$ cat config.mk
export PLATFORM = sky130hd
export DESIGN_NAME = lbps_delay
export DESIGN_NICKNAME = d
export VERILOG_FILES = /design/src/sv/lbps_pkg.sv /design/src/sv/lbps_delay.sv
export SDC_FILE = /design/constraint.sdc
export NUM_CORES = 1
export LEC_CHECK = 0
export ABC_AREA = 1
export ABC_CLOCK_PERIOD_IN_PS = 800
export BUFFER_PORTS_ARGS = -buffer_cell sky130_fd_sc_hd__clkbuf_2
export CAP_MARGIN = 30
export CORE_UTILIZATION = 40
export CTS_CLUSTER_DIAMETER = 50
export DETAILED_ROUTE_END_ITERATION = 7
export PLACE_DENSITY = 0.65
export SYNTH_ARGS = -nofsm -noshare
export SYNTH_HDL_FRONTEND = slang
export SYNTH_SLANG_ARGS = --single-unit
export TNS_END_PERCENT = 100
$ cat constraint.sdc
create_clock -name clock -period 0.8 [get_ports clock]
set_input_delay 0.08 -clock clock [delete_from_list [all_inputs] [get_ports clock]]
set_output_delay 0.08 -clock clock [all_outputs]
set_load 0.005 [all_outputs]
$ cat src/sv/lbps_pkg.sv
package lbps_pkg;

   // Field widths
   localparam int PIX_W      = 16;
   localparam int ANG_W      = 16;
   localparam int IDX_W      = 6;
   localparam int CONF_W     = 17;
   localparam int CSR_IDX_W  = 3;
   localparam int CSR_DATA_W = 16;

   // Register indices
   localparam logic [CSR_IDX_W-1:0] CSR_MIN_BAR_ASPECT      = 3'd0;
   localparam logic [CSR_IDX_W-1:0] CSR_MAX_BAR_ASPECT      = 3'd1;
   localparam logic [CSR_IDX_W-1:0] CSR_MAX_ANGLE_DIFF      = 3'd2;
   localparam logic [CSR_IDX_W-1:0] CSR_MAX_SIZE_MISMATCH   = 3'd3;
   localparam logic [CSR_IDX_W-1:0] CSR_MAX_VERTICAL_OFFSET = 3'd4;
   localparam logic [CSR_IDX_W-1:0] CSR_MIN_SPACING_RATIO   = 3'd5;
   localparam logic [CSR_IDX_W-1:0] CSR_MAX_SPACING_RATIO   = 3'd6;
   localparam logic [CSR_IDX_W-1:0] CSR_IDEAL_SPACING_RATIO = 3'd7;

   // Register reset values
   localparam logic [9:0]  RST_MIN_BAR_ASPECT      = 10'd26;
   localparam logic [9:0]  RST_MAX_BAR_ASPECT      = 10'd128;
   localparam logic [14:0] RST_MAX_ANGLE_DIFF      = 15'd1280;
   localparam logic [8:0]  RST_MAX_SIZE_MISMATCH   = 9'd128;
   localparam logic [9:0]  RST_MAX_VERTICAL_OFFSET = 10'd205;
   localparam logic [9:0]  RST_MIN_SPACING_RATIO   = 10'd205;
   localparam logic [10:0] RST_MAX_SPACING_RATIO   = 11'd768;
   localparam logic [10:0] RST_IDEAL_SPACING_RATIO = 11'd614;

   // Angle constants, degrees 8.8
   localparam logic [16:0] HALF_TURN    = 17'd46080;
   localparam logic [16:0] QUARTER_TURN = 17'd23040;
   localparam logic [14:0] ANGLE_REF    = 15'd1280;

   // Divide by ten: reciprocal and shift, one correction step
   localparam logic [17:0] DIV10_MULT  = 18'd209716;
   localparam int          DIV10_SHIFT = 21;

   // Unit widths
   localparam int SQRT_IN_W = 49;
   localparam int SQRT_W    = (SQRT_IN_W + 1) / 2;
   localparam int SCORE_Q   = 17;
   localparam int RATIO_Q   = 19;

   typedef enum logic [2:0] {
      CAUSE_NONE     = 3'd0,
      CAUSE_ASPECT   = 3'd1,
      CAUSE_ANGLE    = 3'd2,
      CAUSE_SIZE     = 3'd3,
      CAUSE_VERTICAL = 3'd4,
      CAUSE_SPACING  = 3'd5
   } cause_type;

   typedef struct packed {
      logic [9:0]  min_bar_aspect;
      logic [9:0]  max_bar_aspect;
      logic [14:0] max_angle_diff;
      logic [8:0]  max_size_mismatch;
      logic [9:0]  max_vertical_offset;
      logic [9:0]  min_spacing_ratio;
      logic [10:0] max_spacing_ratio;
      logic [10:0] ideal_spacing_ratio;
   } cfg_type;

   typedef struct packed {
      logic             valid;
      logic [IDX_W-1:0] left;
      logic [IDX_W-1:0] right;
      logic [14:0]      ang;
      logic [PIX_W-1:0] aw;
      logic [PIX_W-1:0] ah;
      logic [PIX_W-1:0] bw;
      logic [PIX_W-1:0] bh;
      logic [PIX_W-1:0] mh;
      logic [PIX_W-1:0] mw;
      logic [PIX_W-1:0] nh;
      logic [PIX_W-1:0] nw;
      logic [PIX_W-1:0] dh;
      logic [PIX_W-1:0] dw;
      logic [PIX_W-1:0] dx;
      logic [PIX_W-1:0] dy;
   } s1_type;

   typedef struct packed {
      logic             valid;
      logic [IDX_W-1:0] left;
      logic [IDX_W-1:0] right;
      logic             aspect_bad;
      logic             angle_bad;
      logic             size_bad;
      logic             vert_bad;
      logic [31:0]      dx2;
      logic [31:0]      dy2;
      logic [25:0]      lo;
      logic [26:0]      hi;
      logic [PIX_W-1:0] mh;
   } s2_type;

   typedef struct packed {
      logic             valid;
      logic [IDX_W-1:0] left;
      logic [IDX_W-1:0] right;
      logic             aspect_bad;
      logic             angle_bad;
      logic             size_bad;
      logic             vert_bad;
      logic [32:0]      d2;
      logic [51:0]      lo2;
      logic [53:0]      hi2;
      logic [PIX_W-1:0] mh;
   } s3_type;

   typedef struct packed {
      logic                 valid;
      logic [IDX_W-1:0]     left;
      logic [IDX_W-1:0]     right;
      cause_type            cause;
      logic [PIX_W-1:0]     mh;
      logic [SQRT_IN_W-1:0] lhs;
   } s4_type;

   typedef struct packed {
      logic             valid;
      cause_type        cause;
      logic [IDX_W-1:0] left;
      logic [IDX_W-1:0] right;
   } side_type;

endpackage

$ cat src/sv/lbps_delay.sv
module lbps_delay
   import lbps_pkg::*;
#(
   parameter int W = PIX_W,
   parameter int N = SQRT_W
) (
   input  logic         clock,
   input  logic         reset,
   input  logic [W-1:0] din,
   output logic [W-1:0] dout
);

   logic [W-1:0] line_ff [N];

   // Advance the line one place per cycle
   always_ff @(posedge clock) begin
      if (reset) begin
         for (int k = 0; k < N; k++) line_ff[k] <= '0;
      end else begin
         line_ff[0] <= din;
         for (int k = 1; k < N; k++) line_ff[k] <= line_ff[k-1];
      end
   end

   assign dout = line_ff[N-1];

endmodule

Word level (Yosys, flattened, before mapping)

Memories as Yosys holds them, arrays and structs flattened.
Cells that the tools add are included.

Output and inout bits: 16
Word-level logic and storage cells: 54
Bits in registers: 0
Bits of input ports: 18
Bits in writable memories: 400
Memories kept: 1

Memories:

| memory  | depth | bits a word | read ports | clocked after Yosys merged registers in | write ports | RTL line         | RTL |
|---|---|---|---|---|---|---|---|
| line_ff | 25    | 16          | 25         | 0                                       | 25          | lbps_delay.sv:13 | `logic [W-1:0] line_ff [N];` |

Bitwise operators: 25
Mux-type cells: 28

Operators with widths:

| operator           | count |
|---|---|
| two-way mux 16 bit | 25 |
| bitwise OR 1 bit   | 25 |
| two-way mux 1 bit  | 3 |

Depth between registers and ports, before layout

Depth in word-level cells: 3
Mapped depth: 4
Depth with buffers taken out: 2

Worst setup path before layout

Ideal clock, no wire load.

Path kind: in2reg
Start point: input reset
End point: memory line_ff[0][38] in the netlist's numbering
Arrival time: 0.583 ns
Stages: 4
Setup time: 0.113 ns
Slack: 0.103 ns
Required time: 0.687 ns
Cells stage by stage: buf_2 > buf_6 > buf_6 > nor2_2

RTL lines:

| item               | RTL line         | RTL |
|---|---|---|
| start: declaration | lbps_delay.sv:8  | `input logic reset,` |
| end: declaration   | lbps_delay.sv:13 |  |

==> flow_summary_export.csv <==
group,metric,value,unit
status,outcome,"finished with violations",
status,violations,"setup timing",
critical_path,cp_data_required_time,720,ps
placed_design,dp_hpwl,6890,um
placed_design,post-place-ws,46.1,ps
final_layout,antenna_cells,0,
floorplanning,io_pins,34,
global_route,grt_pass1_vias,6067,
final_layout,drive_above_1_share,8.62,%
detailed_routing,vias,6339,
sta,setup_tns,-3220,ps
critical_path,critPathLaunch,"line_ff[0][393]",
detailed_routing,via_per_inst,3.71,
detailed_routing,drt_iter0_markers,239,
sta,maxSlewHeadroom,85.8,%
sta,holdWs,17.6,ps
synth,yosys_warnings,0,
synth,synth_top_area_share,68.7,%
critical_path,path_class,"reg -> out",
critical_path,crit_family,"flip-flops",
synth,synth-edff-count,0,
final_layout,nFillCells,2703,
synth,synthFlopType,"dfxtp_1",
clock_network,h-tree-depth,2,
sta,timing.final.ws_setup,-205,ps
clock_network,postCtsSetupBuffers,0,
floorplanning,dieArea,29800,um^2
clock_network,clock_sinks,400,
synth,synth_cells,1261,
synth,syn-cell-area,11700,um^2
sta,rsz0062_at_grt,"yes",
final_layout,nets,1317,
sta,period_share,126,%
synth,synth_cell_type_count,7,
floorplanning,core-area,28700,um^2
placed_design,gp_congestion,0.670,
clock_network,cts_buffers,36,
min_path,min-delay-start,"reset",
flow_run,drv_cap,0,
final_layout,utilization,46.2,%
clock_network,clkTransAtPathRegs,60,ps
synth,ys_async_sr_fraction,0,%
power_and_ir_drop,ir_drop,0.00164,V
final_layout,layout.cells.non_filler,1707,
synth,syn_area_per_cell,9.24,um^2
placed_design,portBuffers,33,
sta,skew,25.1,ps
sta,setup_viol,16,
detailed_routing,drc,0,
synth,yosysTopAreaCell,"dfxtp_1",
final_layout,top_regs,"line_ff: 400 flops",
sta,fmax,995,MHz
synth,synth_common_cells,"dfxtp_1, inv_1, nor2_1",
synth,ys_ff_latch,400,
floorplanning,fp.dieH,173,um
sta,period_minus_slack,1010,ps
synth,syn-num-nets,1279,
critical_path,slowest_delay,310,ps
critical_path,r2r-start,"line_ff[0][308]",
detailed_routing,dr.pass1.iters,6,
floorplanning,rows,62,
critical_path,arrival,930,ps
clock_network,cts_tree,"yes",
power_and_ir_drop,p_per_area,2820,nW/um^2
detailed_routing,postRouteAntennaNets,0,
sta,tightest_slew,213,ps
global_route,grt-ovfl-total,0,
final_layout,largest_register_ffs,400,
synth,ys_top_cells_by_area,"dfxtp_1, inv_1, nor2_1",
sta,hold_viol_final,0,
detailed_routing,routedWlPerCell,7.44,um
critical_path,crit_path_end_kind,"primary output",
critical_path,critPathLaunchType,"flip-flop",
clock_network,cts-root-buf,"clkbuf_16",
sta,slew_viol_final,0,
clock_network,clk_latency,510,ps
synth,synth.yosys.seq_area_share,68.7,%
critical_path,slowest_stage,"dfxtp_2",
critical_path,cp.buffers_inverters,1,
final_layout,top_register,"line_ff",
critical_path,path_max_fanout,1,
min_path,holdCritPathClass,"in -> reg",
critical_path,crit_chain,"clkbuf_2",
floorplanning,die_x,173,um
final_layout,area_growth_syn_to_layout,13.6,%
global_route,antenna_found_initial,0,
clock_network,clock_path_buffers,3,
placed_design,dp_cells,1628,
floorplanning,initial_core_util,40.6,%
global_route,track_usage,9.18,%
power_and_ir_drop,leakage,5.27,nW
global_route,grt_max_degree,53,
global_route,grt_pass1_wl,23600,um
detailed_routing,wl,12700,um
## logic make-up (layout without fill, tap and decap cells)
family	count (synthesis)	count (layout)	synth area share (%)
simple gates	400	400	13.1
buf+inv	461	523	18.2
flops	400	400	68.7
## stage by stage
| stage | power [mW] | cell area [um^2] |
|---|---|---|
| after floorplan | 21.1 | 11700 |
| after global placement | 21.1 | 11900 |
| after detailed placement | 21.1 | 11900 |
| after CTS | 38.0 | 13200 |
| after global routing | 38.9 | 13200 |
| final | 37.4 | 13200 |
## final cells by class
type	instances	area, um^2	share of cell area (%)
Timing Repair Buffer	61	541	4.08
Clock buffer	58	1120	8.49
Clock inverter	4	56.3	0.425
Multi-Input combinational cell	400	1530	11.5
Tap cell	384	480	3.63
Sequential cell	400	8020	60.5
Inverter	400	1500	11.3
## power breakdown
group / total, mW / switching, mW / leakage [nW] / internal, mW
sequential: 20.1 / 0.0302 / 3.23 / 20.0
combinational: 0.634 / 0.396 / 1.46 / 0.238
clock: 16.7 / 6.71 / 0.580 / 9.94
## per-layer routing
metal | global-route usage (%) | share of wire, % | vias to the layer above
met5 | 0 | 0 | -
met4 | 3.91 | 2.5 | 0
met3 | 2.64 | 4.3 | 30
met2 | 18.0 | 50 | 69
met1 | 8.76 | 43 | 2805
li1 | - | - | 3435
## worst paths after layout
path / to / slack, ps / cells after the start
setup / recovery: dout[9] / -210 / 1
hold / removal: line_ff[0][183] / 20 / 3
setup reg to reg: line_ff[0][324] / 270 / 2
hold reg to reg: line_ff[0][286] / 380 / 2
## layout by cell type, fill, tap and decap left out
| cell | instances |
|---|---|
| dlygate4sd3_1 | 17 |
| nor2_2 | 10 |
| buf_8 | 1 |
| clkbuf_1 | 9 |
| inv_1 | 400 |
| dfxtp_2 | 7 |
| clkinv_4 | 1 |
| nor2_1 | 390 |
| clkbuf_8 | 12 |
| buf_12 | 9 |
| buf_2 | 3 |
| buf_4 | 2 |
| inv_6 | 2 |
| bufinv_16 | 1 |
| clkbuf_16 | 37 |
| dfxtp_1 | 393 |
| clkbuf_2 | 29 |
## timing repair
action	in CTS	in global routing
endpoints found under the setup margin	16	16
hold endpoints to repair	19	0
gates cloned	0	0
hold buffers	17	0
gates resized for setup	0	10
No activity file was read; power rests on OpenSTA's default activity.
