--- src/sv/lbps_pkg.sv ---
package lbps_pkg;

   // Field widths
   localparam int PIX_W      = 16;
   localparam int ANG_W      = 16;
   localparam int IDX_W      = 6;
   localparam int CONF_W     = 17;
   localparam int CSR_IDX_W  = 3;
   localparam int CSR_DATA_W = 16;

   // Register indices
   localparam logic [CSR_IDX_W-1:0] CSR_MIN_BAR_ASPECT      = 3'd0;
   localparam logic [CSR_IDX_W-1:0] CSR_MAX_BAR_ASPECT      = 3'd1;
   localparam logic [CSR_IDX_W-1:0] CSR_MAX_ANGLE_DIFF      = 3'd2;
   localparam logic [CSR_IDX_W-1:0] CSR_MAX_SIZE_MISMATCH   = 3'd3;
   localparam logic [CSR_IDX_W-1:0] CSR_MAX_VERTICAL_OFFSET = 3'd4;
   localparam logic [CSR_IDX_W-1:0] CSR_MIN_SPACING_RATIO   = 3'd5;
   localparam logic [CSR_IDX_W-1:0] CSR_MAX_SPACING_RATIO   = 3'd6;
   localparam logic [CSR_IDX_W-1:0] CSR_IDEAL_SPACING_RATIO = 3'd7;

   // Register reset values
   localparam logic [9:0]  RST_MIN_BAR_ASPECT      = 10'd26;
   localparam logic [9:0]  RST_MAX_BAR_ASPECT      = 10'd128;
   localparam logic [14:0] RST_MAX_ANGLE_DIFF      = 15'd1280;
   localparam logic [8:0]  RST_MAX_SIZE_MISMATCH   = 9'd128;
   localparam logic [9:0]  RST_MAX_VERTICAL_OFFSET = 10'd205;
   localparam logic [9:0]  RST_MIN_SPACING_RATIO   = 10'd205;
   localparam logic [10:0] RST_MAX_SPACING_RATIO   = 11'd768;
   localparam logic [10:0] RST_IDEAL_SPACING_RATIO = 11'd614;

   // Angle constants, degrees 8.8
   localparam logic [16:0] HALF_TURN    = 17'd46080;
   localparam logic [16:0] QUARTER_TURN = 17'd23040;
   localparam logic [14:0] ANGLE_REF    = 15'd1280;

   // Divide by ten: reciprocal and shift, one correction step
   localparam logic [17:0] DIV10_MULT  = 18'd209716;
   localparam int          DIV10_SHIFT = 21;

   // Unit widths
   localparam int SQRT_IN_W = 49;
   localparam int SQRT_W    = (SQRT_IN_W + 1) / 2;
   localparam int SCORE_Q   = 17;
   localparam int RATIO_Q   = 19;

   typedef enum logic [2:0] {
      CAUSE_NONE     = 3'd0,
      CAUSE_ASPECT   = 3'd1,
      CAUSE_ANGLE    = 3'd2,
      CAUSE_SIZE     = 3'd3,
      CAUSE_VERTICAL = 3'd4,
      CAUSE_SPACING  = 3'd5
   } cause_type;

   typedef struct packed {
      logic [9:0]  min_bar_aspect;
      logic [9:0]  max_bar_aspect;
      logic [14:0] max_angle_diff;
      logic [8:0]  max_size_mismatch;
      logic [9:0]  max_vertical_offset;
      logic [9:0]  min_spacing_ratio;
      logic [10:0] max_spacing_ratio;
      logic [10:0] ideal_spacing_ratio;
   } cfg_type;

   typedef struct packed {
      logic             valid;
      logic [IDX_W-1:0] left;
      logic [IDX_W-1:0] right;
      logic [14:0]      ang;
      logic [PIX_W-1:0] aw;
      logic [PIX_W-1:0] ah;
      logic [PIX_W-1:0] bw;
      logic [PIX_W-1:0] bh;
      logic [PIX_W-1:0] mh;
      logic [PIX_W-1:0] mw;
      logic [PIX_W-1:0] nh;
      logic [PIX_W-1:0] nw;
      logic [PIX_W-1:0] dh;
      logic [PIX_W-1:0] dw;
      logic [PIX_W-1:0] dx;
      logic [PIX_W-1:0] dy;
   } s1_type;

   typedef struct packed {
      logic             valid;
      logic [IDX_W-1:0] left;
      logic [IDX_W-1:0] right;
      logic             aspect_bad;
      logic             angle_bad;
      logic             size_bad;
      logic             vert_bad;
      logic [31:0]      dx2;
      logic [31:0]      dy2;
      logic [25:0]      lo;
      logic [26:0]      hi;
      logic [PIX_W-1:0] mh;
   } s2_type;

   typedef struct packed {
      logic             valid;
      logic [IDX_W-1:0] left;
      logic [IDX_W-1:0] right;
      logic             aspect_bad;
      logic             angle_bad;
      logic             size_bad;
      logic             vert_bad;
      logic [32:0]      d2;
      logic [51:0]      lo2;
      logic [53:0]      hi2;
      logic [PIX_W-1:0] mh;
   } s3_type;

   typedef struct packed {
      logic                 valid;
      logic [IDX_W-1:0]     left;
      logic [IDX_W-1:0]     right;
      cause_type            cause;
      logic [PIX_W-1:0]     mh;
      logic [SQRT_IN_W-1:0] lhs;
   } s4_type;

   typedef struct packed {
      logic             valid;
      cause_type        cause;
      logic [IDX_W-1:0] left;
      logic [IDX_W-1:0] right;
   } side_type;

endpackage

--- src/sv/lbps_sqrt.sv ---
module lbps_sqrt
   import lbps_pkg::*;
#(
   parameter int VW = SQRT_IN_W
) (
   input  logic                  clock,
   input  logic [VW-1:0]         value,
   output logic [(VW+1)/2-1:0]   root
);

   localparam int RW = (VW + 1) / 2;
   localparam int TW = VW + 2;

   logic [VW-1:0] rem_ff [RW];
   logic [RW-1:0] res_ff [RW];
   logic [VW-1:0] rem_in [RW];
   logic [RW-1:0] res_in [RW];
   logic [VW-1:0] r_prev [RW];
   logic [RW-1:0] s_prev [RW];

   // One root bit per stage; the remainder holds value minus root squared
   for (genvar k = 0; k < RW; k++) begin : g_stage
      localparam int I = RW - 1 - k;
      logic [TW-1:0] term;
      logic          take;

      if (k == 0) begin : g_first
         assign r_prev[k] = value;
         assign s_prev[k] = '0;
      end else begin : g_next
         assign r_prev[k] = rem_ff[k-1];
         assign s_prev[k] = res_ff[k-1];
      end

      assign term      = (TW'(s_prev[k]) << (I + 1)) + (TW'(1) << (2 * I));
      assign take      = TW'(r_prev[k]) >= term;
      assign rem_in[k] = take ? r_prev[k] - term[VW-1:0] : r_prev[k];
      assign res_in[k] = s_prev[k] | (RW'(take) << I);
   end

   always_ff @(posedge clock) begin
      for (int k = 0; k < RW; k++) begin
         rem_ff[k] <= rem_in[k];
         res_ff[k] <= res_in[k];
      end
   end

   assign root = res_ff[RW-1];

endmodule

--- config.mk ---
export PLATFORM = sky130hd
export DESIGN_NAME = lbps_sqrt
export DESIGN_NICKNAME = d
export VERILOG_FILES = /design/src/sv/lbps_pkg.sv /design/src/sv/lbps_sqrt.sv
export SDC_FILE = /design/constraint.sdc
export NUM_CORES = 2
export LEC_CHECK = 0
export ABC_AREA = 1
export BUFFER_PORTS_ARGS = -buffer_cell sky130_fd_sc_hd__clkbuf_2
export CAP_MARGIN = 20
export CORE_AREA = 2 2 375 377
export DETAILED_ROUTE_END_ITERATION = 6
export DIE_AREA = 0 0 377 379
export GPL_ROUTABILITY_DRIVEN = 0
export PLACE_DENSITY = 0.68
export SYNTH_ARGS = -nofsm -noshare
export SYNTH_HDL_FRONTEND = slang
export SYNTH_SLANG_ARGS = --single-unit
export TNS_END_PERCENT = 50
--- constraint.sdc ---
create_clock -name clock -period 2 [get_ports clock]
set_input_delay 0.2 -clock clock [delete_from_list [all_inputs] [get_ports clock]]
set_output_delay 0.2 -clock clock [all_outputs]
set_load 0.02 [all_outputs]
# After elaboration in Yosys (flattened, before gate mapping)
# Memories as Yosys holds them, arrays and structs flattened.
# Index checks and enable logic that the tools add are counted.
[word_totals]
regBits = 0
ramBits = 1850
inputBits = 50
wordCells = 125
mem_count = 2
[classes]
add_sub_neg = 49
n_lt_le_gt_ge = 25
muxes = 25
bitwise = 24
[memory_table]
columns = ["name", "depth", "word_bits", "read_ports", "rd_clocked_by_memory_dff", "wr", "line", "rtl"]
rows = [
  ["rem_ff", 25, 49, 24, 0, 25, "lbps_sqrt.sv:14", "logic [VW-1:0] rem_ff [RW];"],
  ["res_ff", 25, 25, 25, 0, 25, "lbps_sqrt.sv:15", "logic [RW-1:0] res_ff [RW];"],
]
[op_table]
columns = ["cell", "count"]
rows = [
  ["$mux W49", 25],
  ["$sub A49 B49 Y49", 2],
  ["$add A49 B47 Y50 const B", 1],
  ["$ge A49 B50 Y1", 1],
  ["$add A48 B45 Y49 const B", 1],
  ["$ge A49 B27 Y1", 1],
  ["$ge A49 B28 Y1", 1],
  ["$ge A49 B29 Y1", 1],
  ["$ge A49 B30 Y1", 1],
  ["$ge A49 B31 Y1", 1],
  ["$ge A49 B32 Y1", 1],
  ["$ge A49 B33 Y1", 1],
  ["$ge A49 B34 Y1", 1],
  ["$ge A49 B35 Y1", 1],
  ["$ge A49 B36 Y1", 1],
  ["$ge A49 B37 Y1", 1],
  ["$ge A49 B38 Y1", 1],
  ["$ge A49 B39 Y1", 1],
  ["$ge A49 B40 Y1", 1],
  ["$ge A49 B41 Y1", 1],
  ["$ge A49 B42 Y1", 1],
  ["$ge A49 B43 Y1", 1],
  ["$ge A49 B44 Y1", 1],
  ["$ge A49 B45 Y1", 1],
  ["other kinds (74)", 74],
]

# Logic depth before layout (Yosys ltp)
# An unclocked memory read counts as a cell.
[logic_depth]
ltp_word = 4
depth_mapped = 16
mapped_depth_nobuf = 16

# Least setup slack after synthesis
# OpenSTA, ideal clock, no wires.
[synth_path]
kind = "reg2reg"
startpoint = "memory rem_ff[2][222] in the netlist's numbering"
endpoint = "memory rem_ff[2][266] in the netlist's numbering"
setup_time_ns = 0.067
arrival_time_ns = 1.869
setup_slack_ns = 0.064
stages_incl_launch_ff = 13
n_path_buf = 2
synth_period_minus_slack_ns = 1.936
cell_sequence = "dfxtp_1 -> ha_1 -> a21oi_2 -> nor2_1 -> nor2_2 -> nand2_1 -> a21oi_2 -> nand3_4 -> inv_4 -> buf_8 -> buf_12 -> nand2_4 -> o21ai_2"
[synth_lines]
columns = ["item", "line"]
rows = [
  ["start: declaration", "lbps_sqrt.sv:14"],
]

==> results.py <==
metrics = {
    "status": {
        "status": "complete, but fails checks",
        "failed_checks": "design-rule violations, negative setup slack",
    },
    "detailed_routing": {
        "drt_iter0_markers": 8679,
        "ant_nets": 0,
        "drc": 162,
        "drt_first_pass_iters": 7,
        "routedWlPerCell_um": 20.17,
        "dr_total_vias": 75210,
        "wl_um": 274200,
        "viasPerCell": 5.533,
    },
    "sta": {
        "worst_slew_pin_slew_ps": 813.2,
        "skew_ps": 61.18,
        "max_slew_margin_pct": 45.42,
        "min_period_over_period_pct": 130.1,
        "fmaxAchievable_mhz": 384.5,
        "setup_viol": 364,
        "fin_crit_ps": 2601,
        "slew_viol_final": 0,
        "finalWorstSetupSlack_ps": -601.1,
        "hold_viol": 0,
        "grt_setup_unrepaired": "true",
    },
    "critical_path": {
        "cpPeakStageDelay_ps": 630,
        "startpoint_type": "flip-flop",
        "cp.arrival_ps": 3210,
        "required_ps": 2610,
        "worst_path_max_delay_cell": "o21ai_1",
        "timing.rr.start": "res_ff[1][57]$_DFF_P_",
        "path_cells": "inv_1 > ha_4 > buf_4 > nand3_1 > nor2_1 > nand2_1 > nor2_2 > a21oi_2 > nand2_4 > inv_8 > buf_12 > o21ai_1",
        "crit_path_end_kind": "flip-flop",
        "crit_start": "res_ff[1][57]$_DFF_P_",
        "path_class": "flip-flop to flip-flop",
        "crit_path_max_fanout": 9,
    },
    "final_layout": {
        "layout-drive-gt1-share_pct": 35.64,
        "final_core_util_pct": 73.29,
        "fin_area_mm2": 0.1018,
        "syn_to_final_growth_pct": 47.13,
        "final_nets": 12050,
    },
    "clocking": {
        "clk_pin_slew_ps": 60,
        "tritoncts": "done",
        "clkSinkCount": 1501,
        "numCtsBuffers": 152,
        "insertion_delay_ps": 830,
        "cts-htree-levels": 4,
        "cts_root_buffer": "clkbuf_16",
        "clock_path_buffers": 3,
    },
    "yosys": {
        "synth_top_area_share_pct": 43.45,
        "syn-cell-area_mm2": 0.06916,
        "async_reset_ff_share_pct": 0,
        "synth-seq-cells": 1501,
        "synth_edf_count": 0,
        "synth-xor-area-share_pct": 3.723,
        "synth_compound_area_share_pct": 5.994,
        "post_synth_fa_ha_maj_area_fraction_pct": 6.288,
        "synth_top_family_by_area": "simple AND/OR/NAND/NOR gates",
        "yosys_warnings": 0,
        "synthesis.nets": 10110,
        "ys_types": 52,
        "yosys.area.top_type": "dfxtp_1",
        "synth_simple_gate_area_share_pct": 31.27,
        "synthFlopType": "dfxtp_1",
        "synthMuxAreaShare_pct": 0,
        "syn-instance-count": 9717,
        "seq_area_frac_synth_pct": 43.45,
        "synth_area_per_cell_um2": 7.118,
        "synth_area_leaders": "dfxtp_1 (43%), nand2_1 (16%), inv_1 (8.4%)",
    },
    "power_and_ir_drop": {
        "clockPowerShare_pct": 21.3,
        "power_frac_comb_pct": 47.1,
        "net-switching-power_mw": 60.03,
        "p_int_mw": 85.59,
        "peakVddDrop_v": 0.001101,
        "swShare_pct": 41.22,
        "p_per_area_mw_per_mm2": 1431,
        "p_leak_nw": 50.04,
        "seqPwrFrac_pct": 31.6,
    },
    "global_routing": {
        "grt_pass1_vias": 69360,
        "antenna_found_initial": 17,
        "grt.overflow.total": 0,
        "grt_max_degree": 23,
        "grt_pass1_wl_um": 367900,
        "grt_use_total_pct": 32.58,
    },
    "die": {
        "dieHeight_um": 379,
        "rows": 137,
        "dieArea_mm2": 0.1429,
        "io-pin-count": 75,
        "initial_core_util_pct": 49.81,
        "die_width_um": 377,
        "core_mm2": 0.1388,
    },
    "place": {
        "hpwl_um": 175700,
        "io_buffers": 74,
        "place_area_mm2": 0.08210,
    },
    "min_path": {
        "worstHoldStart": "value[18]",
        "hold_class": "input port to flip-flop",
    },
    "job": {
        "drv_cap": 0,
    },
}
## flip-flops by register name, indices dropped and copies added (netlist names)
register,flops
rem_ff,1176
res_ff,325
## kinds of logic after synthesis
kind of cell | Yosys count
compound gates | 747
xor+xnor | 294
fa+ha+maj | 347
buf+inv | 1633
flops | 1501
other cells | 1
simple gates | 5194
## power by group through the flow
stage,clock network [mW],registers (mW),logic (mW)
6_report,31.1,46.0,68.5
5_1_grt,32.4,46.1,73.0
4_1_cts,31.0,44.5,56.1
2_1_floorplan,0,40.8,29.2
3_5_place_dp,0,44.2,50.4
3_3_place_gp,0,44.2,49.5
## synth_stat cells, drive strengths merged (4+ instances only)
cell / count
inv: 1556
and2: 12
ha: 346
nand3: 521
a211oi: 5
a21oi: 378
and3: 4
nand4: 204
or2: 13
o21bai: 14
xor2: 126
o21a: 7
nor4: 65
xnor2: 168
o211ai: 10
buf: 70
a21boi: 8
nor2: 1135
nor3b: 10
nand2: 3068
a21o: 17
o21ai: 307
clkbuf: 7
nand3b: 46
nor3: 115
dfxtp: 1501
## metal layers
metal  share of wire, %  vias up  wire (um)  global-route usage [%]
met1                 38    34430     103100                   41.79
met4                7.8       14      21270                   17.68
met3                 11     1725      29970                   5.818
li1                   -    34200          -                       -
met2                 44     4844     119700                   52.02
met5              0.035        -         95                       0
## stage by stage
step	worst slack [ps]	TNS [ps]	cells	power, mW	hold slack (ps)
detailed placement	-825.7	-100840	12940	94.55	303.9
finish	-601.1	-56480	13590	145.6	34.72
global route	-804.5	-83540	13590	151.6	16.76
floorplan	63.86	0	9717	70.02	227.7
global placement	-847.7	-95390	12940	93.63	302.7
CTS	-89.72	-4087	13440	131.6	0.8635
## final timing paths
path         cells after the start  slack (ps)                     end
max                             12        -600  rem_ff[2][168]$_DFF_P_
min reg2reg                      0         310  rem_ff[0][172]$_DFF_P_
max reg2reg                     12        -600  rem_ff[2][168]$_DFF_P_
min                              2          30   rem_ff[0][18]$_DFF_P_
## area by class of cell
class                   count  area (um^2)
multi-input cells        6591        41830
clock buffers             193         4168
diodes                      7        17.52
clock inverters            83         1378
repair buffers           1851        15520
flip-flops and latches   1501        30580
fillers                  9044        37090
repair inverters            3        35.03
inverters                1556         5966
well taps                1807         2261
## layout by cell type (no fill, tap or decap), types with 85 or more instances in the layout
cell              n
nand2_1        2376
buf_4          1515
inv_1          1361
dfxtp_1        1171
nor2_1          898
nand2_2         486
nand3_1         446
dfxtp_2         282
ha_4            232
nand2_4         210
nand4_1         203
inv_2           173
a21oi_1         172
clkbuf_16       170
xnor2_1         157
nor2_2          141
a21oi_2         138
o21ai_0         117
xor2_1          116
ha_1            105
nor2_4           99
dlygate4sd3_1    92
nor3_1           86
o21ai_2          85
## repair_timing
action                     in CTS  in global routing
setup endpoints to repair     501                578
hold endpoints to repair       49                  0
resized for setup            1047               1702
pin swaps                     177                513
setup buffers                 109                141
gates cloned                   29                 25
hold buffers                   92                  0
## critical path: cells and delay by family, from the launching register on
kind	cells	cell delay (ps)
flops	1	340
buf+inv	4	380
fa+ha+maj	1	290
simple gates	5	680
compound gates	2	710
Power figures use the tool's default switching activity.
