==> config.mk <==
export PLATFORM = sky130hd
export DESIGN_NAME = lbps_div
export DESIGN_NICKNAME = d
export VERILOG_FILES = /design/src/sv/lbps_pkg.sv /design/src/sv/lbps_div.sv
export SDC_FILE = /design/constraint.sdc
export NUM_CORES = 1
export LEC_CHECK = 0
export ABC_CLOCK_PERIOD_IN_PS = 6630
export BUFFER_PORTS_ARGS = -buffer_cell sky130_fd_sc_hd__buf_2
export CORE_ASPECT_RATIO = 0.6
export CORE_MARGIN = 2
export CORE_UTILIZATION = 40
export CTS_CLUSTER_DIAMETER = 150
export DETAILED_ROUTE_END_ITERATION = 12
export GPL_TIMING_DRIVEN = 0
export SLEW_MARGIN = 15
export SYNTH_ARGS = -nofsm -noshare
export SYNTH_HDL_FRONTEND = slang
export SYNTH_SLANG_ARGS = --single-unit
export TNS_END_PERCENT = 1
==> constraint.sdc <==
create_clock -name clock -period 6.63 [get_ports clock]
set_input_delay 1.326 -clock clock [delete_from_list [all_inputs] [get_ports clock]]
set_output_delay 1.326 -clock clock [all_outputs]
set_load 0.01 [all_outputs]
==> src/sv/lbps_pkg.sv <==
package lbps_pkg;

   // Field widths
   localparam int PIX_W      = 16;
   localparam int ANG_W      = 16;
   localparam int IDX_W      = 6;
   localparam int CONF_W     = 17;
   localparam int CSR_IDX_W  = 3;
   localparam int CSR_DATA_W = 16;

   // Register indices
   localparam logic [CSR_IDX_W-1:0] CSR_MIN_BAR_ASPECT      = 3'd0;
   localparam logic [CSR_IDX_W-1:0] CSR_MAX_BAR_ASPECT      = 3'd1;
   localparam logic [CSR_IDX_W-1:0] CSR_MAX_ANGLE_DIFF      = 3'd2;
   localparam logic [CSR_IDX_W-1:0] CSR_MAX_SIZE_MISMATCH   = 3'd3;
   localparam logic [CSR_IDX_W-1:0] CSR_MAX_VERTICAL_OFFSET = 3'd4;
   localparam logic [CSR_IDX_W-1:0] CSR_MIN_SPACING_RATIO   = 3'd5;
   localparam logic [CSR_IDX_W-1:0] CSR_MAX_SPACING_RATIO   = 3'd6;
   localparam logic [CSR_IDX_W-1:0] CSR_IDEAL_SPACING_RATIO = 3'd7;

   // Register reset values
   localparam logic [9:0]  RST_MIN_BAR_ASPECT      = 10'd26;
   localparam logic [9:0]  RST_MAX_BAR_ASPECT      = 10'd128;
   localparam logic [14:0] RST_MAX_ANGLE_DIFF      = 15'd1280;
   localparam logic [8:0]  RST_MAX_SIZE_MISMATCH   = 9'd128;
   localparam logic [9:0]  RST_MAX_VERTICAL_OFFSET = 10'd205;
   localparam logic [9:0]  RST_MIN_SPACING_RATIO   = 10'd205;
   localparam logic [10:0] RST_MAX_SPACING_RATIO   = 11'd768;
   localparam logic [10:0] RST_IDEAL_SPACING_RATIO = 11'd614;

   // Angle constants, degrees 8.8
   localparam logic [16:0] HALF_TURN    = 17'd46080;
   localparam logic [16:0] QUARTER_TURN = 17'd23040;
   localparam logic [14:0] ANGLE_REF    = 15'd1280;

   // Divide by ten: reciprocal and shift, one correction step
   localparam logic [17:0] DIV10_MULT  = 18'd209716;
   localparam int          DIV10_SHIFT = 21;

   // Unit widths
   localparam int SQRT_IN_W = 49;
   localparam int SQRT_W    = (SQRT_IN_W + 1) / 2;
   localparam int SCORE_Q   = 17;
   localparam int RATIO_Q   = 19;

   typedef enum logic [2:0] {
      CAUSE_NONE     = 3'd0,
      CAUSE_ASPECT   = 3'd1,
      CAUSE_ANGLE    = 3'd2,
      CAUSE_SIZE     = 3'd3,
      CAUSE_VERTICAL = 3'd4,
      CAUSE_SPACING  = 3'd5
   } cause_type;

   typedef struct packed {
      logic [9:0]  min_bar_aspect;
      logic [9:0]  max_bar_aspect;
      logic [14:0] max_angle_diff;
      logic [8:0]  max_size_mismatch;
      logic [9:0]  max_vertical_offset;
      logic [9:0]  min_spacing_ratio;
      logic [10:0] max_spacing_ratio;
      logic [10:0] ideal_spacing_ratio;
   } cfg_type;

   typedef struct packed {
      logic             valid;
      logic [IDX_W-1:0] left;
      logic [IDX_W-1:0] right;
      logic [14:0]      ang;
      logic [PIX_W-1:0] aw;
      logic [PIX_W-1:0] ah;
      logic [PIX_W-1:0] bw;
      logic [PIX_W-1:0] bh;
      logic [PIX_W-1:0] mh;
      logic [PIX_W-1:0] mw;
      logic [PIX_W-1:0] nh;
      logic [PIX_W-1:0] nw;
      logic [PIX_W-1:0] dh;
      logic [PIX_W-1:0] dw;
      logic [PIX_W-1:0] dx;
      logic [PIX_W-1:0] dy;
   } s1_type;

   typedef struct packed {
      logic             valid;
      logic [IDX_W-1:0] left;
      logic [IDX_W-1:0] right;
      logic             aspect_bad;
      logic             angle_bad;
      logic             size_bad;
      logic             vert_bad;
      logic [31:0]      dx2;
      logic [31:0]      dy2;
      logic [25:0]      lo;
      logic [26:0]      hi;
      logic [PIX_W-1:0] mh;
   } s2_type;

   typedef struct packed {
      logic             valid;
      logic [IDX_W-1:0] left;
      logic [IDX_W-1:0] right;
      logic             aspect_bad;
      logic             angle_bad;
      logic             size_bad;
      logic             vert_bad;
      logic [32:0]      d2;
      logic [51:0]      lo2;
      logic [53:0]      hi2;
      logic [PIX_W-1:0] mh;
   } s3_type;

   typedef struct packed {
      logic                 valid;
      logic [IDX_W-1:0]     left;
      logic [IDX_W-1:0]     right;
      cause_type            cause;
      logic [PIX_W-1:0]     mh;
      logic [SQRT_IN_W-1:0] lhs;
   } s4_type;

   typedef struct packed {
      logic             valid;
      cause_type        cause;
      logic [IDX_W-1:0] left;
      logic [IDX_W-1:0] right;
   } side_type;

endpackage

==> src/sv/lbps_div.sv <==
module lbps_div
   import lbps_pkg::*;
#(
   parameter int NW = 32,
   parameter int DW = PIX_W,
   parameter int QW = SCORE_Q
) (
   input  logic          clock,
   input  logic [NW-1:0] num,
   input  logic [DW-1:0] den,
   output logic [QW-1:0] quo
);

   localparam int CW = (NW > DW + QW) ? NW : DW + QW;

   logic [NW-1:0] rem_ff [QW];
   logic [DW-1:0] den_ff [QW];
   logic [QW-1:0] quo_ff [QW];
   logic [NW-1:0] rem_in [QW];
   logic [QW-1:0] quo_in [QW];
   logic [NW-1:0] r_prev [QW];
   logic [DW-1:0] d_prev [QW];
   logic [QW-1:0] q_prev [QW];

   // One quotient bit per stage, most significant first
   for (genvar k = 0; k < QW; k++) begin : g_stage
      localparam int B = QW - 1 - k;
      logic [CW-1:0] shd;
      logic          take;

      if (k == 0) begin : g_first
         assign r_prev[k] = num;
         assign d_prev[k] = den;
         assign q_prev[k] = '0;
      end else begin : g_next
         assign r_prev[k] = rem_ff[k-1];
         assign d_prev[k] = den_ff[k-1];
         assign q_prev[k] = quo_ff[k-1];
      end

      assign shd       = CW'(d_prev[k]) << B;
      assign take      = CW'(r_prev[k]) >= shd;
      assign rem_in[k] = take ? r_prev[k] - shd[NW-1:0] : r_prev[k];
      assign quo_in[k] = q_prev[k] | (QW'(take) << B);
   end

   always_ff @(posedge clock) begin
      for (int k = 0; k < QW; k++) begin
         rem_ff[k] <= rem_in[k];
         den_ff[k] <= d_prev[k];
         quo_ff[k] <= quo_in[k];
      end
   end

   assign quo = quo_ff[QW-1];

endmodule

# Word-level counts from Yosys, hierarchy flattened
# Memories as Yosys holds them, arrays and structs flattened.
# Index checks and enable logic that the tools add are counted.
[totals]
reg_bits = 0
ram_bits = 1105
inputBits = 49
out_inout_bits = 17
wordCells = 70
n_memories = 3
[memory_table]
columns = ["memory", "words", "word_bits", "read_ports", "rd_clocked_by_memory_dff", "write_ports", "line_no", "source"]
rows = [
  ["rem_ff", 17, 32, 16, 0, 17, "lbps_div.sv:16", "logic [NW-1:0] rem_ff [QW];"],
  ["quo_ff", 17, 17, 17, 0, 17, "lbps_div.sv:18", "logic [QW-1:0] quo_ff [QW];"],
  ["den_ff", 17, 16, 16, 0, 17, "lbps_div.sv:17", "logic [DW-1:0] den_ff [QW];"],
]
[op_classes]
add_sub_neg = 17
n_lt_le_gt_ge = 17
mux = 17
bitwise = 16
[op_table]
columns = ["op", "count"]
rows = [
  ["2-to-1 mux 32 bit", 17],
  [">= comparator 32 x 16 -> 1 bit", 1],
  [">= comparator 32 x 17 -> 1 bit", 1],
  [">= comparator 32 x 18 -> 1 bit", 1],
  [">= comparator 32 x 19 -> 1 bit", 1],
  [">= comparator 32 x 20 -> 1 bit", 1],
  [">= comparator 32 x 21 -> 1 bit", 1],
  [">= comparator 32 x 22 -> 1 bit", 1],
  [">= comparator 32 x 23 -> 1 bit", 1],
  [">= comparator 32 x 24 -> 1 bit", 1],
  [">= comparator 32 x 25 -> 1 bit", 1],
  [">= comparator 32 x 26 -> 1 bit", 1],
  [">= comparator 32 x 27 -> 1 bit", 1],
  [">= comparator 32 x 28 -> 1 bit", 1],
  [">= comparator 32 x 29 -> 1 bit", 1],
  [">= comparator 32 x 30 -> 1 bit", 1],
  [">= comparator 32 x 31 -> 1 bit", 1],
  [">= comparator 32 bit", 1],
  ["subtractor 32 x 16 -> 32 bit", 1],
  ["subtractor 32 x 17 -> 32 bit", 1],
  ["subtractor 32 x 18 -> 32 bit", 1],
  ["subtractor 32 x 19 -> 32 bit", 1],
  ["subtractor 32 x 20 -> 32 bit", 1],
  ["subtractor 32 x 21 -> 32 bit", 1],
  ["other kinds (27)", 27],
]

# Logic depth before layout (Yosys ltp)
# An unclocked memory read counts as a cell.
[depth]
word_depth = 3
ltp_mapped = 13
depth_no_buf = 12

# Worst setup path before layout
# OpenSTA, ideal clock, no wires.
[synth_timing]
path_kind = "input port to flip-flop"
startpoint = "in den[6]"
endpoint = "mem rem_ff[0][29]"
setup_time_ps = 116
arrival_time_ps = 3428
required_time_ps = 6514
path_slack_ps = 3086
stages = 11
cell_sequence = "inv_1 > ha_1 > a21o_1 > a21oi_1 > a21boi_0 > nand3_1 > a41oi_1 > and2_0 > clkinv_1 > clkbuf_1 > a31o_2"
[synth_lines]
columns = ["element", "line_no", "source"]
rows = [
  ["start, declared", "lbps_div.sv:10", "input logic [DW-1:0] den,"],
  ["end, declared", "lbps_div.sv:16", ""],
]

==> run_results.csv <==
group,metric,value,unit
status,status,"completed",
placed_design,port_buffers,65,
route,drt_iter0_drc,2633,
clock_network,cts_resized,0,
synthesis,yosys_warnings,0,
setup_path,cp_slowest_stage_delay,900,ps
setup_path,slowest_stage,"nor4_4",
synthesis,avgSynthCellArea,9.75,µm²
setup_path,critPathKind,"flop to flop",
setup_path,reg2regPathDepth,12,
clock_network,cts.sinks,921,
die,start_util,0.406,
setup_path,cp_data_arrival_time,4980,ps
synthesis,synth_ff_type,"dfxtp_1",
route,drc,0,
timing,slew_violations,0,
setup_path,path_cells,"inv_1 -> ha_1 -> nor2b_1 -> o21ai_0 -> a21boi_0 -> o31ai_1 -> a21oi_1 -> nor4_4 -> inv_2 -> clkbuf_1 -> nor2_1 -> a21oi_1",
timing,tightest_slew,1280,ps
timing,max_freq,224,MHz
cells_and_area,final_area,42400,µm²
cells_and_area,final_layout_size_suffix_gt1_frac,0.0757,
setup_path,cp_common_cell,"a21oi_1",
clock_network,cts_max_path_buffers,3,
global_route,grt_pass1_wl,144,mm
clock_network,worstSkewPairLatency,710,ps
setup_path,r2r_start,"den_ff[0][97]",
clock_network,cts-root-buf,"clkbuf_16",
clock_network,path_clk_slew,60,ps
setup_path,path_depth,12,
clock_network,cts_inserted_buffers,85,
route,vias_per_cell,5.23,
pwr,peakVddDrop,0.218,mV
run,maxCapViolCount,0,
placed_design,place_congestion,0.913,
die,dieArea,96400,µm²
placed_design,post-place-ws,1930,ps
setup_path,path_buf_inv,3,
global_route,track_usage,0.190,
setup_path,critPathLaunchType,"flop",
setup_path,path_max_fanout,10,
synthesis,yosysUniqueCellTypes,88,
setup_path,worst-r2r-setup-slack,2170,ps
placed_design,dpl_cell_area,39400,µm²
timing,slew_headroom,0.124,
die,design.core.area,92400,µm²
route,avgRoutedWirePerCell,17.4,µm
clock_network,h-tree-depth,3,
synthesis,syn_area,37500,µm²
die,die_width,399,µm
synthesis,synth_nets,4186,
setup_path,cp.required,7150,ps
timing,hold_ws,280,ps
route,dr_total_vias,27700,
timing,grt_setup_unrepaired,"no",
route,drt_pass1_iterations,6,
clock_network,cts_hold_buf,0,
cells_and_area,area_growth,12.9,%
global_route,antenna_found_initial,0,
timing,fin_skew,61.5,ps
clock_network,cts_setup_buffers,0,
placed_design,dp_cells,5147,
timing,final-setup-viol-count,0,
die,die_height,241,µm
pwr,leakage,18.4,nW
cells_and_area,final_util,0.458,
timing,fin_setup_tns,0,ps
worst_hold_path,min_path_type,"flop to flop",
synthesis,synth_cells,3849,
synthesis,ys_seq_area_frac,0.491,
global_route,grt_pass1_vias,24700,
route,ant_nets,0,
timing,layout_worst_path_cycle_share,0.673,
die,num_rows,86,
timing,fin_crit,4460,ps
pwr,finalPower,21.5,mW
timing,setup_ws,2170,ps
setup_path,crit_family,"compound AO/OA/AOI/OAI gates",
clock_network,tritoncts,"done",
cells_and_area,multi_input_area,17600,µm²
synthesis,ys_ff_latch,921,
cells_and_area,fin_nets,4340,
cells_and_area,n_fill_cell,8742,
setup_path,cp-startpoint,"den_ff[0][97]",
global_route,grt_max_degree,16,
cells_and_area,fin_cells,5302,
pwr,powerDensity,507,nW/µm²
worst_hold_path,hold_start,"quo_ff[0][146]",
worst_hold_path,hold_depth,0,
route,routed_wl,92.1,mm
synthesis,synthArstFlopShare,0,
die,io_pins,66,
setup_path,crit_path_end_kind,"flop",
synthesis,synth-edff-count,0,
global_route,grt_overflow,0,
placed_design,dp_hpwl,72.2,mm
timing,hold_viol_final,0,
cells_and_area,seqCellArea,18400,µm²
[per-layer routing]
metal  up-vias  track usage  wire length (µm)  part of all wire
met3        99       0.0733             10400              0.11
met5         -            0                 0                 0
met2       946        0.192             27100              0.29
li1      13700            -                 -                 -
met1     13000        0.337             53600              0.58
met4         0       0.0328              1120             0.012
[cells in the mapped netlist, types with 6 or more instances]
library cell  number  share of area
nor2b_1           49         0.0082
nand3_1           58         0.0077
nor4b_1           13         0.0030
xnor2_1          176          0.041
o21a_1            28         0.0056
o31a_1             8         0.0019
inv_1            339          0.034
a221o_1            6         0.0016
a21oi_1          241          0.032
mux2_2            53          0.016
fa_1              16         0.0085
nand4_1           31         0.0052
o21ai_0          257          0.034
nor3b_1            7         0.0014
a21o_1           102          0.020
or4_1             11         0.0022
a211o_1           10         0.0023
a31oi_1           25         0.0042
nor3_1            73         0.0097
and2_1            10         0.0017
a211oi_1          29         0.0058
ha_1             272          0.091
a31o_2            11         0.0026
nand3b_1          13         0.0026
o21bai_1          18         0.0036
xor2_1           133          0.031
nand2b_1          54         0.0090
a311oi_1           7         0.0016
clkbuf_1          57         0.0057
o41ai_1            6         0.0014
nand2_1          297          0.030
o211ai_1          16         0.0032
nand4b_1          10         0.0023
nor2_1           209          0.021
a41oi_1            6         0.0014
and4_1             7         0.0016
or3_1             22         0.0037
nor4_1            56         0.0093
or2_2             19         0.0032
and3_1            30         0.0050
a21boi_0          13         0.0026
a2111oi_0         19         0.0044
o31ai_1           27         0.0054
dfxtp_1          921           0.49
[flip-flops by register name, indices dropped and copies added, names as in the netlist]
signal	cells
rem_ff	512
den_ff	256
quo_ff	153
[worst register-to-register path, delay by kind of cell (launching register included)]
family | cells | cell delay (ps)
AOI/OAI and AO/OA | 5 | 1620
and+or+nand+nor | 3 | 1250
buffers and inverters | 3 | 760
DFF | 1 | 340
adders and majority gates | 1 | 300
[where the power goes]
group | internal, mW | leakage [nW] | switching (mW)
Combinational | 3.60 | 9.27 | 4.83
Clock | 2.84 | 1.40 | 2.20
Sequential | 7.10 | 7.74 | 0.922
[kinds of logic after synthesis]
family	count (synthesis)	share of synthesized area
simple gates	990	0.133
flops	921	0.491
compound gates	877	0.147
buf+inv	406	0.0409
xor+xnor	309	0.0721
fa+ha+maj	288	0.0992
mux	58	0.0172
[worst paths after layout]
| check | to |
|---|---|
| worst max-delay path | rem_ff[0][246] |
| worst min-delay path | quo_ff[0][163] |
| worst max register to register | rem_ff[0][246] |
| worst min register to register | quo_ff[0][163] |
[layout make-up]
type / instances / area share
Inverter: 342 / 0.0303
Sequential cell: 921 / 0.435
Clock buffer: 123 / 0.0579
Tap cell: 1232 / 0.0364
Antenna cell: 2 / 0.000118
Multi-Input combinational cell: 2522 / 0.415
Buffer: 64 / 0.00594
Clock inverter: 29 / 0.0105
Timing Repair Buffer: 67 / 0.00804
[cell usage in the layout, fill, tap and decap left out, types with 58 or more instances in the layout]
cell type,n
dfxtp_1,921
inv_1,339
nand2_1,297
ha_1,272
o21ai_0,257
a21oi_1,241
nor2_1,209
xnor2_1,176
xor2_1,133
a21o_1,102
clkbuf_16,86
clkbuf_1,78
nor3_1,73
buf_2,67
nand3_1,58
No activity file was read; power rests on OpenSTA's default activity.
